==> config.mk <==
export PLATFORM = sky130hd
export DESIGN_NAME = pid_duty_controller_top
export DESIGN_NICKNAME = d
export VERILOG_FILES = /design/src/sv/pidc_pkg.sv /design/src/sv/pid_duty_controller_top.sv
export SDC_FILE = /design/constraint.sdc
export NUM_CORES = 2
export LEC_CHECK = 0
export ABC_AREA = 1
export BUFFER_PORTS_ARGS = -buffer_cell sky130_fd_sc_hd__buf_2
export CORE_MARGIN = 4
export CORE_UTILIZATION = 40
export CTS_CLUSTER_SIZE = 40
export DETAILED_ROUTE_END_ITERATION = 8
export GPL_ROUTABILITY_DRIVEN = 0
export GPL_TIMING_DRIVEN = 0
export HOLD_SLACK_MARGIN = 0.05
export PLACE_DENSITY_LB_ADDON = 0.12
export SYNTH_ARGS = -nofsm -noshare
export SYNTH_HDL_FRONTEND = slang
export SYNTH_SLANG_ARGS = --single-unit
==> constraint.sdc <==
create_clock -name clk -period 8.4 [get_ports clk]
set_input_delay 0.42 -clock clk [delete_from_list [all_inputs] [get_ports clk]]
set_output_delay 0.42 -clock clk [all_outputs]
set_load 0.01 [all_outputs]
==> src/sv/pidc_pkg.sv <==
// Package for the PID duty controller: payload structs, register indexes,
// microcode control word and program ROM, and saturation helpers.
// No dependencies.
package pidc_pkg;

    localparam int STEP_W   = 4;
    localparam int PROG_LEN = 10;
    localparam int CFG_W    = 32;
    localparam int IDX_W    = 3;

    typedef struct packed {
        logic [30:0]        target_magnitude;
        logic               target_positive;
        logic signed [31:0] measured;
    } in_item_t;

    typedef struct packed {
        logic signed [31:0] command;
        logic [16:0]        duty;
        logic               forward;
    } out_item_t;

    typedef enum logic [IDX_W-1:0] {
        REG_KP        = 3'd0,
        REG_KI        = 3'd1,
        REG_KD        = 3'd2,
        REG_INV_DT    = 3'd3,
        REG_INTEG_MIN = 3'd4,
        REG_INTEG_MAX = 3'd5,
        REG_MAX_DUTY  = 3'd6
    } cfg_idx_t;

    typedef enum logic [2:0] {
        ALU_NOP,
        ALU_ERR,
        ALU_DIFF,
        ALU_INTEG_ADD,
        ALU_INTEG_CLAMP,
        ALU_CMD_SAT,
        ALU_DUTY
    } alu_op_t;

    typedef enum logic [2:0] {
        MUL_NONE,
        MUL_KP_ERR,
        MUL_DIFF_INV,
        MUL_KI_INT,
        MUL_KD_DER
    } mul_op_t;

    typedef enum logic [1:0] {
        ACC_HOLD,
        ACC_CLEAR,
        ACC_ADD
    } acc_op_t;

    typedef enum logic {
        FLOW_NEXT,
        FLOW_EMIT
    } flow_op_t;

    typedef struct packed {
        alu_op_t  alu;
        mul_op_t  mul;
        acc_op_t  acc;
        logic     deriv_ld;
        flow_op_t flow;
    } ctrl_word_t;

    function automatic ctrl_word_t prog_rom(input logic [STEP_W-1:0] step);
        ctrl_word_t cw;
        cw = '{alu: ALU_NOP, mul: MUL_NONE, acc: ACC_HOLD, deriv_ld: 1'b0,
               flow: FLOW_NEXT};
        unique case (step)
            4'd0: begin cw.alu = ALU_ERR;       cw.acc = ACC_CLEAR; end
            4'd1: begin cw.alu = ALU_DIFF;      cw.mul = MUL_KP_ERR; end
            4'd2:
            begin
                cw.alu = ALU_INTEG_ADD;
                cw.mul = MUL_DIFF_INV;
                cw.acc = ACC_ADD;
            end
            4'd3: begin cw.alu = ALU_INTEG_CLAMP; cw.deriv_ld = 1'b1; end
            4'd4: begin cw.mul = MUL_KI_INT; end
            4'd5: begin cw.mul = MUL_KD_DER;    cw.acc = ACC_ADD; end
            4'd6: begin cw.acc = ACC_ADD; end
            4'd7: begin cw.alu = ALU_CMD_SAT; end
            4'd8: begin cw.alu = ALU_DUTY; end
            4'd9: begin cw.flow = FLOW_EMIT; end
            default: cw.flow = FLOW_EMIT;
        endcase
        return cw;
    endfunction

    function automatic logic signed [31:0] sat34(input logic signed [33:0] v);
        logic signed [31:0] r;
        if (v > 34'sh0_7FFF_FFFF)
            r = 32'sh7FFF_FFFF;
        else if (v < -34'sh0_8000_0000)
            r = 32'sh8000_0000;
        else
            r = v[31:0];
        return r;
    endfunction

    function automatic logic signed [31:0] qsat(input logic signed [63:0] p);
        logic signed [47:0] s;
        logic signed [31:0] r;
        s = 48'(p >>> 16);
        if (s > 48'sh0000_7FFF_FFFF)
            r = 32'sh7FFF_FFFF;
        else if (s < -48'sh0000_8000_0000)
            r = 32'sh8000_0000;
        else
            r = s[31:0];
        return r;
    endfunction

endpackage

==> src/sv/pid_duty_controller_top.sv <==
// PID duty controller top level: microcoded sequencer over one shared
// 32x32 multiplier, one 34-bit adder, accumulator and state registers.
// An input transfers only while idle, then the sequencer runs the 10 program steps
// and raises out_valid; no new item is taken until the result is emitted, and
// a waiting result holds the last step until it is taken.
// rst_n clears control, state and config registers to their reset values.
module pid_duty_controller_top
    import pidc_pkg::*;
(
    input  logic                clk,
    input  logic                rst_n,
    input  logic                cfg_we,
    input  logic [IDX_W-1:0]    cfg_index,
    input  logic [CFG_W-1:0]    cfg_data,
    input  logic                in_valid,
    output logic                in_stall,
    input  in_item_t            in_data,
    output logic                out_valid,
    input  logic                out_stall,
    output out_item_t           out_data
);

    logic signed [31:0] kp_reg, ki_reg, kd_reg;
    logic [30:0]        inv_dt_reg;
    logic signed [31:0] integ_min_reg, integ_max_reg;
    logic [16:0]        max_duty_reg;

    logic               busy_reg, busy_next;
    logic [STEP_W-1:0]  pc_reg, pc_next;
    logic               out_valid_reg, out_valid_next;
    out_item_t          out_reg;

    in_item_t           item_reg;
    logic signed [31:0] err_reg, diff_reg, deriv_reg, cmd_reg;
    logic signed [31:0] integ_reg, last_reg;
    logic [16:0]        duty_reg;
    logic signed [33:0] acc_reg;
    logic signed [63:0] prod_reg;

    ctrl_word_t         cw;
    logic               in_xfer;
    logic               emit;
    logic signed [31:0] mul_a, mul_b;
    logic signed [33:0] add_a, add_b, add_sum;
    logic signed [31:0] add_sat, qprod;
    logic [16:0]        duty_new;

    assign cw       = prog_rom(pc_reg);
    assign in_stall = busy_reg;
    assign in_xfer  = in_valid && !busy_reg;
    assign emit     = busy_reg && (cw.flow == FLOW_EMIT) && !(out_valid_reg && out_stall);
    assign out_valid = out_valid_reg;
    assign out_data  = out_reg;

    // Configuration registers
    always_ff @(posedge clk or negedge rst_n)
    begin
        if (!rst_n)
        begin
            kp_reg        <= '0;
            ki_reg        <= '0;
            kd_reg        <= '0;
            inv_dt_reg    <= 31'd65536;
            integ_min_reg <= -32'sd6553600;
            integ_max_reg <= 32'sd6553600;
            max_duty_reg  <= 17'd65536;
        end
        else if (cfg_we)
        begin
            unique case (cfg_index)
                REG_KP:        kp_reg        <= cfg_data;
                REG_KI:        ki_reg        <= cfg_data;
                REG_KD:        kd_reg        <= cfg_data;
                REG_INV_DT:    inv_dt_reg    <= cfg_data[30:0];
                REG_INTEG_MIN: integ_min_reg <= cfg_data;
                REG_INTEG_MAX: integ_max_reg <= cfg_data;
                REG_MAX_DUTY:  max_duty_reg  <= cfg_data[16:0];
                default: ;
            endcase
        end
    end

    // Sequencer next state
    always_comb
    begin
        busy_next      = busy_reg;
        pc_next        = pc_reg;
        out_valid_next = out_valid_reg && out_stall;
        if (in_xfer)
        begin
            busy_next = 1'b1;
            pc_next   = '0;
        end
        else if (busy_reg)
        begin
            unique case (cw.flow)
                FLOW_NEXT: pc_next = pc_reg + 1'b1;
                FLOW_EMIT:
                begin
                    if (emit)
                    begin
                        busy_next      = 1'b0;
                        pc_next        = '0;
                        out_valid_next = 1'b1;
                    end
                end
                default: pc_next = pc_reg;
            endcase
        end
    end

    always_ff @(posedge clk or negedge rst_n)
    begin
        if (!rst_n)
        begin
            busy_reg      <= 1'b0;
            pc_reg        <= '0;
            out_valid_reg <= 1'b0;
        end
        else
        begin
            busy_reg      <= busy_next;
            pc_reg        <= pc_next;
            out_valid_reg <= out_valid_next;
        end
    end

    // Multiplier operand select
    always_comb
    begin
        mul_a = kp_reg;
        mul_b = err_reg;
        unique case (cw.mul)
            MUL_KP_ERR:   begin mul_a = kp_reg;   mul_b = err_reg; end
            MUL_DIFF_INV: begin mul_a = diff_reg; mul_b = {1'b0, inv_dt_reg}; end
            MUL_KI_INT:   begin mul_a = ki_reg;   mul_b = integ_reg; end
            MUL_KD_DER:   begin mul_a = kd_reg;   mul_b = deriv_reg; end
            default:      begin mul_a = kp_reg;   mul_b = err_reg; end
        endcase
    end

    assign qprod = qsat(prod_reg);

    // Adder operand select
    always_comb
    begin
        add_a = '0;
        add_b = '0;
        unique case (cw.alu)
            ALU_ERR:
            begin
                add_a = {3'b000, item_reg.target_magnitude};
                add_b = -34'(item_reg.measured);
            end
            ALU_DIFF:
            begin
                add_a = 34'(item_reg.measured);
                add_b = -34'(last_reg);
            end
            ALU_INTEG_ADD:
            begin
                add_a = 34'(integ_reg);
                add_b = 34'(err_reg);
            end
            ALU_DUTY:
            begin
                add_a = {17'b0, duty_reg};
                add_b = 34'(cmd_reg);
            end
            default:
            begin
                add_a = '0;
                add_b = '0;
            end
        endcase
    end

    assign add_sum = add_a + add_b;
    assign add_sat = sat34(add_sum);

    always_comb
    begin
        if (add_sum > $signed({17'b0, max_duty_reg}))
            duty_new = max_duty_reg;
        else if (add_sum < 34'sd0)
            duty_new = '0;
        else
            duty_new = add_sum[16:0];
    end

    // Loop state
    always_ff @(posedge clk or negedge rst_n)
    begin
        if (!rst_n)
        begin
            integ_reg <= '0;
            last_reg  <= '0;
            duty_reg  <= '0;
        end
        else if (busy_reg)
        begin
            priority case (cw.alu)
                ALU_INTEG_ADD: integ_reg <= add_sat;
                ALU_INTEG_CLAMP:
                begin
                    if (integ_reg > integ_max_reg)
                        integ_reg <= integ_max_reg;
                    else if (integ_reg < integ_min_reg)
                        integ_reg <= integ_min_reg;
                end
                ALU_CMD_SAT: last_reg <= item_reg.measured;
                ALU_DUTY:    duty_reg <= duty_new;
                default: ;
            endcase
        end
    end

    // Datapath working registers
    always_ff @(posedge clk)
    begin
        if (in_xfer)
            item_reg <= in_data;
        if (busy_reg)
        begin
            if (cw.alu == ALU_ERR)
                err_reg <= add_sat;
            if (cw.alu == ALU_DIFF)
                diff_reg <= add_sat;
            if (cw.alu == ALU_CMD_SAT)
                cmd_reg <= sat34(acc_reg);
            if (cw.deriv_ld)
                deriv_reg <= qprod;
            if (cw.mul != MUL_NONE)
                prod_reg <= mul_a * mul_b;
            unique case (cw.acc)
                ACC_CLEAR: acc_reg <= '0;
                ACC_ADD:   acc_reg <= acc_reg + 34'(qprod);
                default: ;
            endcase
        end
        if (emit)
        begin
            out_reg.command <= cmd_reg;
            out_reg.duty    <= duty_reg;
            out_reg.forward <= !item_reg.target_positive;
        end
    end

`ifndef SYNTHESIS
    a_start_busy: assert property (@(posedge clk) disable iff (!rst_n)
        in_xfer |=> busy_reg && (pc_reg == '0))
        else $error("transfer did not start the program");

    a_done_valid: assert property (@(posedge clk) disable iff (!rst_n)
        $fell(busy_reg) |-> out_valid_reg)
        else $error("program ended without a result");

    a_pc_idle: assert property (@(posedge clk) disable iff (!rst_n)
        !busy_reg |-> (pc_reg == '0))
        else $error("step counter moved while idle");

    a_pc_range: assert property (@(posedge clk) disable iff (!rst_n)
        pc_reg < STEP_W'(PROG_LEN))
        else $error("step counter past program end");
`endif

endmodule

Word-level counts from Yosys, hierarchy flattened
Cells that the tools add are included.
Operators by class
  add/sub/neg operators: 5
  multiply operators: 1
  order comparisons: 10
  equality and inequality tests: 27
  muxes and demuxes: 32
  reductions and logical operators: 31
Operators with widths (count)
  $pmux 34 s4: 2
  $mux 32: 7
  $pmux 32 s3: 2
  $gt 34x32->1 const B: 2
  $lt 34x32->1 const B: 2
  $neg 32->34: 2
  $pmux 34 s2: 1
  $mul 32x32->64: 1
  $pmux 32 s2: 1
  $gt 48x32->1 const B: 1
  $lt 48x32->1 const B: 1
  $add 34x32->34: 1
  $add 34x34->34: 1
  $gt 34x18->1: 1
  $lt 34x1->1 const B: 1
  $mux 17: 2
  $gt 32x32->1: 1
  $lt 32x32->1: 1
  $reduce_and 2->1: 15
  $eq 3x3->1 const B: 7
  $eq 3x2->1 const B: 6
  $pmux 3 s6: 1
  $eq 4x3->1 const B: 4
  $mux 4: 3
  22 further kinds: 40
Storage, ports and cells
  register bits after elaboration: 635
  bits of input ports: 104
  output and inout bits: 52
  logic and storage cells: 131

Depth between registers and ports, before layout
  depth in word-level cells: 9
  mapped depth: 44
  mapped depth without buffers: 41

Worst setup path before layout
No wires, ideal clock.
  kind: reg2reg
  from: register pc_reg[0]
  to: register prod_reg[60], data pin
  setup time: 0.252 ns
  arrival time: 8.660 ns
  data required time: 8.148 ns
  slack: -0.512 ns
  stages on the path, launching flop included: 37
  buffers on the path: 4
  period minus slack after synthesis: 8.912 ns
  path through: dfrtp_1 > inv_1 > ha_1 > nand3_2 > nand2_1 > nand2_2 > nand2_2 > buf_4 > buf_2 > buf_2 > nand3_1 > nand2_1 > buf_2 > nor2_1 > fa_1 > inv_1 > fa_1 > inv_1 > fa_1 > fa_1 > inv_1 > fa_1 > inv_1 > fa_1 > inv_1 > fa_1 > inv_1 > fa_1 > ha_1 > a21oi_1 > o21a_1 > a21boi_0 > nor2_1 > a211oi_1 > nand2_1 > nand2_1 > nand2_1
Between the ends
  cells in the longest elaborated chain, start to end: 5
  elaborated cells on any way between the ends: 11
  classes of those cells: mul (1); eq/ne (7); mux (3)
RTL lines
  start, declared: RTL line pid_duty_controller_top.sv:29  | logic [STEP_W-1:0] pc_reg, pc_next;
  start signal, assigned: RTL line pid_duty_controller_top.sv:123  | pc_reg <= pc_next;
  $eq 4x3->1 (tied with other cells): RTL line pidc_pkg.sv:74  | unique case (step)
  $pmux 3 s4 *: RTL line pidc_pkg.sv:74
  $eq 3x3->1 / $eq 3x2->1 (equally long branches): RTL line pid_duty_controller_top.sv:133  | unique case (cw.mul)
  $pmux 32 s3: RTL line pid_duty_controller_top.sv:133
  $mul 32x32->64 *: RTL line pid_duty_controller_top.sv:234  | prod_reg <= mul_a * mul_b;
  end signal, assigned: RTL line pid_duty_controller_top.sv:234
  end, declared: RTL line pid_duty_controller_top.sv:38  | logic signed [63:0] prod_reg;
Mark *: on every way between the ends. The rest lies on a longest branch, timed or not.
A chain may end at the register's enable or synchronous reset.

Final worst setup path
  from: register pc_reg[0]
  to: register prod_reg[53], data pin
Same word-level chain as after synthesis.

==> summary.log <==
[status] outcome finished with violations
[status] violated checks setup timing
[grt] number of antenna violations at the first check in global routing 17
[timing] Max Slew Vio Count 0
[detailed_routing] vias per std cell 5.52
[layout] Largest register FFs 64
[flow_run] total of max-cap violations 0
[layout] most common library cell in the layout ignoring fill and taps nand2_1
[floorplan] horizontal die dimension 424 um
[placement] half-perimeter wire length of the detailed placement result 240000 um
[synth] share of cell area taken by muxes after synthesis 0%
[detailed_routing] highest metal layer with signal wires met5
[synth] combinational family with the most area after synthesis adder cells
[clock_tree] clock latency of the later-clocked register in the worst-skew pair 670 ps
[synth] share of synthesized cell area in and, or, nand and nor gates 18.5%
[timing] time the final worst path needs with I/O delays and setup 8800 ps
[detailed_routing] overall via count from detail_route 61.9k
[detailed_routing] Total Routed Length 303000 um
[floorplan] floorplan die area 0.180 mm^2
[grt] number of global-route vias before repair 62.7k
[detailed_routing] drc violations 0
[synth] Yosys top cell area share 31.4%
[clock_tree] H-tree lvl count 3
[timing] actual slew at the worst max-slew pin 1080 ps
[worst_setup_path] kind of start point of the critical path register
[synth] largest area contributor in the netlist fa_1
[detailed_routing] per-cell routed wire length 27.0 um
[grt] global-route wire length before repair 432000 um
[clock_tree] post-CTS clock slew at the launch and capture registers of the worst setup and hold paths 60 ps
[timing] Max transition margin 27.5%
[floorplan] Vert. Die Dim 424 um
[synth] share of synthesized registers carrying an async set or reset 47.7%
[grt] total track usage 33.3%
[timing] Hold Worst Slack 188 ps
[detailed_routing] length of routed met2 wiring 138000 um
[synth] adder and majority gate portion of the synthesized area 37.4%
[synth] synthesis-stage register bit count 619
[grt] pin count of the biggest net entering global routing 98
[timing] clock tree skew after final layout 40.8 ps
[detailed_routing] first-pass iteration count of the detailed router 6
[synth] synthesized-area fraction occupied by xor and xnor cells 0.988%
[timing] post-route fraction of the period consumed by the critical path 105%
[worst_setup_path] CP peak stage delay 630 ps
[placement] Port Buffer Count 155
[layout] share of final-layout standard cells stronger than drive strength 1 16.7%
[clock_tree] clock sink count 619
[worst_setup_path] worst setup path category reg -> reg
[worst_setup_path] source of the critical timing path pc_reg[0]
[worst_hold_path] class of the worst hold path in -> reg
[synth] post-synthesis instance area 0.0691 mm^2
[detailed_routing] DRT met1 WL 111000 um
[worst_setup_path] Top Family by Delay on Critical Path adder cells
[floorplan] IO Pins 156
[worst_setup_path] worst endpoint data arrival time 9200 ps
[clock_tree] buffer cell driving the clock tree root clkbuf_16
[synth] gate count of the mapped netlist 8172
[timing] total count of hold-check failures in the final report 0
[clock_tree] clock tree from TritonCTS yes
[synth] sequential fraction of the synthesis area 24.8%
[clock_tree] number of buffers created by CTS 72
[synth] largest cells by area after synthesis fa_1 (31%), edfxtp_1 (14%), dfrtp_1 (10%), nand2_1 (10%), inv_1 (8.4%)
[synth] Synthesized Nets 9692
[worst_setup_path] number of buffer and inverter stages on the critical path 7
[timing] setup repair after global routing missed its margin true
[floorplan] initial core utilization 40.3%
[synth] Compound-Gate Fraction of Synth Area 7.77%
[synth] YS warnings 0
[synth] EDFF count, synth 324
[layout] Synth-to-Final Area Change 22.7%
[timing] Max Clk Rate 114 MHz
[worst_setup_path] highest fanout seen on the critical path 10
[synth] most instantiated flip-flop cell in the synthesis netlist edfxtp_1
[clock_tree] Clock Tree Buf Depth 3
[worst_setup_path] Setup crit end kind register
[layout] Finished Core Util 49.4%
[worst_setup_path] library cell appearing most often on the critical path fa_1
[worst_setup_path] worst-path cell with the longest stage delay fa_2
[timing] number of endpoints failing setup at the final stage 37
[detailed_routing] routed wl met3 29300 um
[timing] Worst Setup Slack, final -405 ps
[grt] total grt overflow 0
[synth] mean cell area of the mapped netlist 8.46 um^2
[floorplan] core area 0.172 mm^2
[worst_hold_path] Hold Path Origin cfg_data[31]
[worst_setup_path] CP Data Required Time 8790 ps
[synth] count of cell types in the netlist 59
[floorplan] standard-cell row count 152
[layout] leading cell types in the layout, fill and taps excluded nand2_1 (1744), inv_1 (1500), fa_1 (986)
[layout] final-stage net count 10.4k
[worst_setup_path] RR Startpoint pc_reg[0]
[detailed_routing] First DRT Iteration DRCs 6286
[detailed_routing] post-route ant nets 0
routing by layer:
metal | vias up | GRT usage [%]
li1 | 26591 | -
met1 | 31178 | 41.0
met2 | 3277 | 53.3
met3 | 868 | 7.20
met4 | 8 | 21.5
met5 | - | 0
worst paths after layout:
check                               endpoint  slack [ps]  cells after the start
max                             prod_reg[53]        -400                     35
min                        integ_max_reg[31]         190                      3
max reg2reg                     prod_reg[53]        -400                     35
min reg2reg                     out_data[24]         430                      0
max in group asynchronous          ki_reg[9]        6730                      4
min in group asynchronous        last_reg[3]         240                      2
synthesized netlist by cell type, types with 9 or more instances:
library cell,n
buf_1,19
nor4_1,30
o21ai_2,14
xnor2_1,17
o21ai_1,29
edfxtp_1,324
inv_2,43
o21bai_1,11
clkbuf_1,180
nand2_1,1842
clkinv_1,10
inv_1,1555
dfrtp_1,278
buf_2,90
o21ai_0,428
ha_1,333
nand4_1,60
fa_1,1083
dfstp_2,17
o211ai_1,21
a21oi_1,275
xor2_1,61
a31oi_1,17
nand3_1,267
nor2_1,918
nor3_1,40
o21a_1,26
or2_2,9
a22oi_1,48
o2111ai_1,32
cells by family after synthesis:
logic type / count (synthesis)
XOR/XNOR: 78
buffers and inverters: 1902
AND/OR/NAND/NOR: 3207
adder cells (fa/ha/maj): 1416
flip-flops: 619
AO/OA/AOI/OAI: 950
cell type report:
type / instances / area, um^2
antenna: 17 / 42.5
buffer: 292 / 3040
clock buffer: 98 / 1980
clock inverter: 32 / 290
fill: 16319 / 86900
inverter: 1608 / 6350
multi-input combinational: 5651 / 47600
sequential: 619 / 17100
tap: 2310 / 2890
timing repair buffer: 600 / 5520
worst reg2reg max path: cells and delay by family (launching register included):
kind                       cells  cell delay [ps]
buffers and inverters          7             1100
AOI/OAI and AO/OA              2              520
xor gates and xnor gates       1               60
adders and majority gates     10             4680
DFF                            1              450
and+or+nand+nor               15             1720
stage by stage:
step           instances  cell area (um^2)  worst slack, ps  setup TNS (ps)
2_1_floorplan       8172             69200             8.28               0
3_3_place_gp       10637             72800            -3100         -120670
3_5_place_dp       10658             73500            -2580         -100570
4_1_cts            11120             82800             -326           -3240
5_1_grt            11211             84800             -534          -14370
6_report           11227             84800             -405           -7160
timing repair:
item | CTS | global route
gates cloned | 6 | 6
pin swaps | 162 | 136
buffers inserted | 259 | 87
hold endpoints to repair | 111 | 0
gates resized for setup | 1033 | 347
hold buffers | 67 | 0
endpoints found under the setup margin | 48 | 43
Power is not shown: default switching activity piles up to over one toggle a cycle in this logic, so the estimate is an artifact.
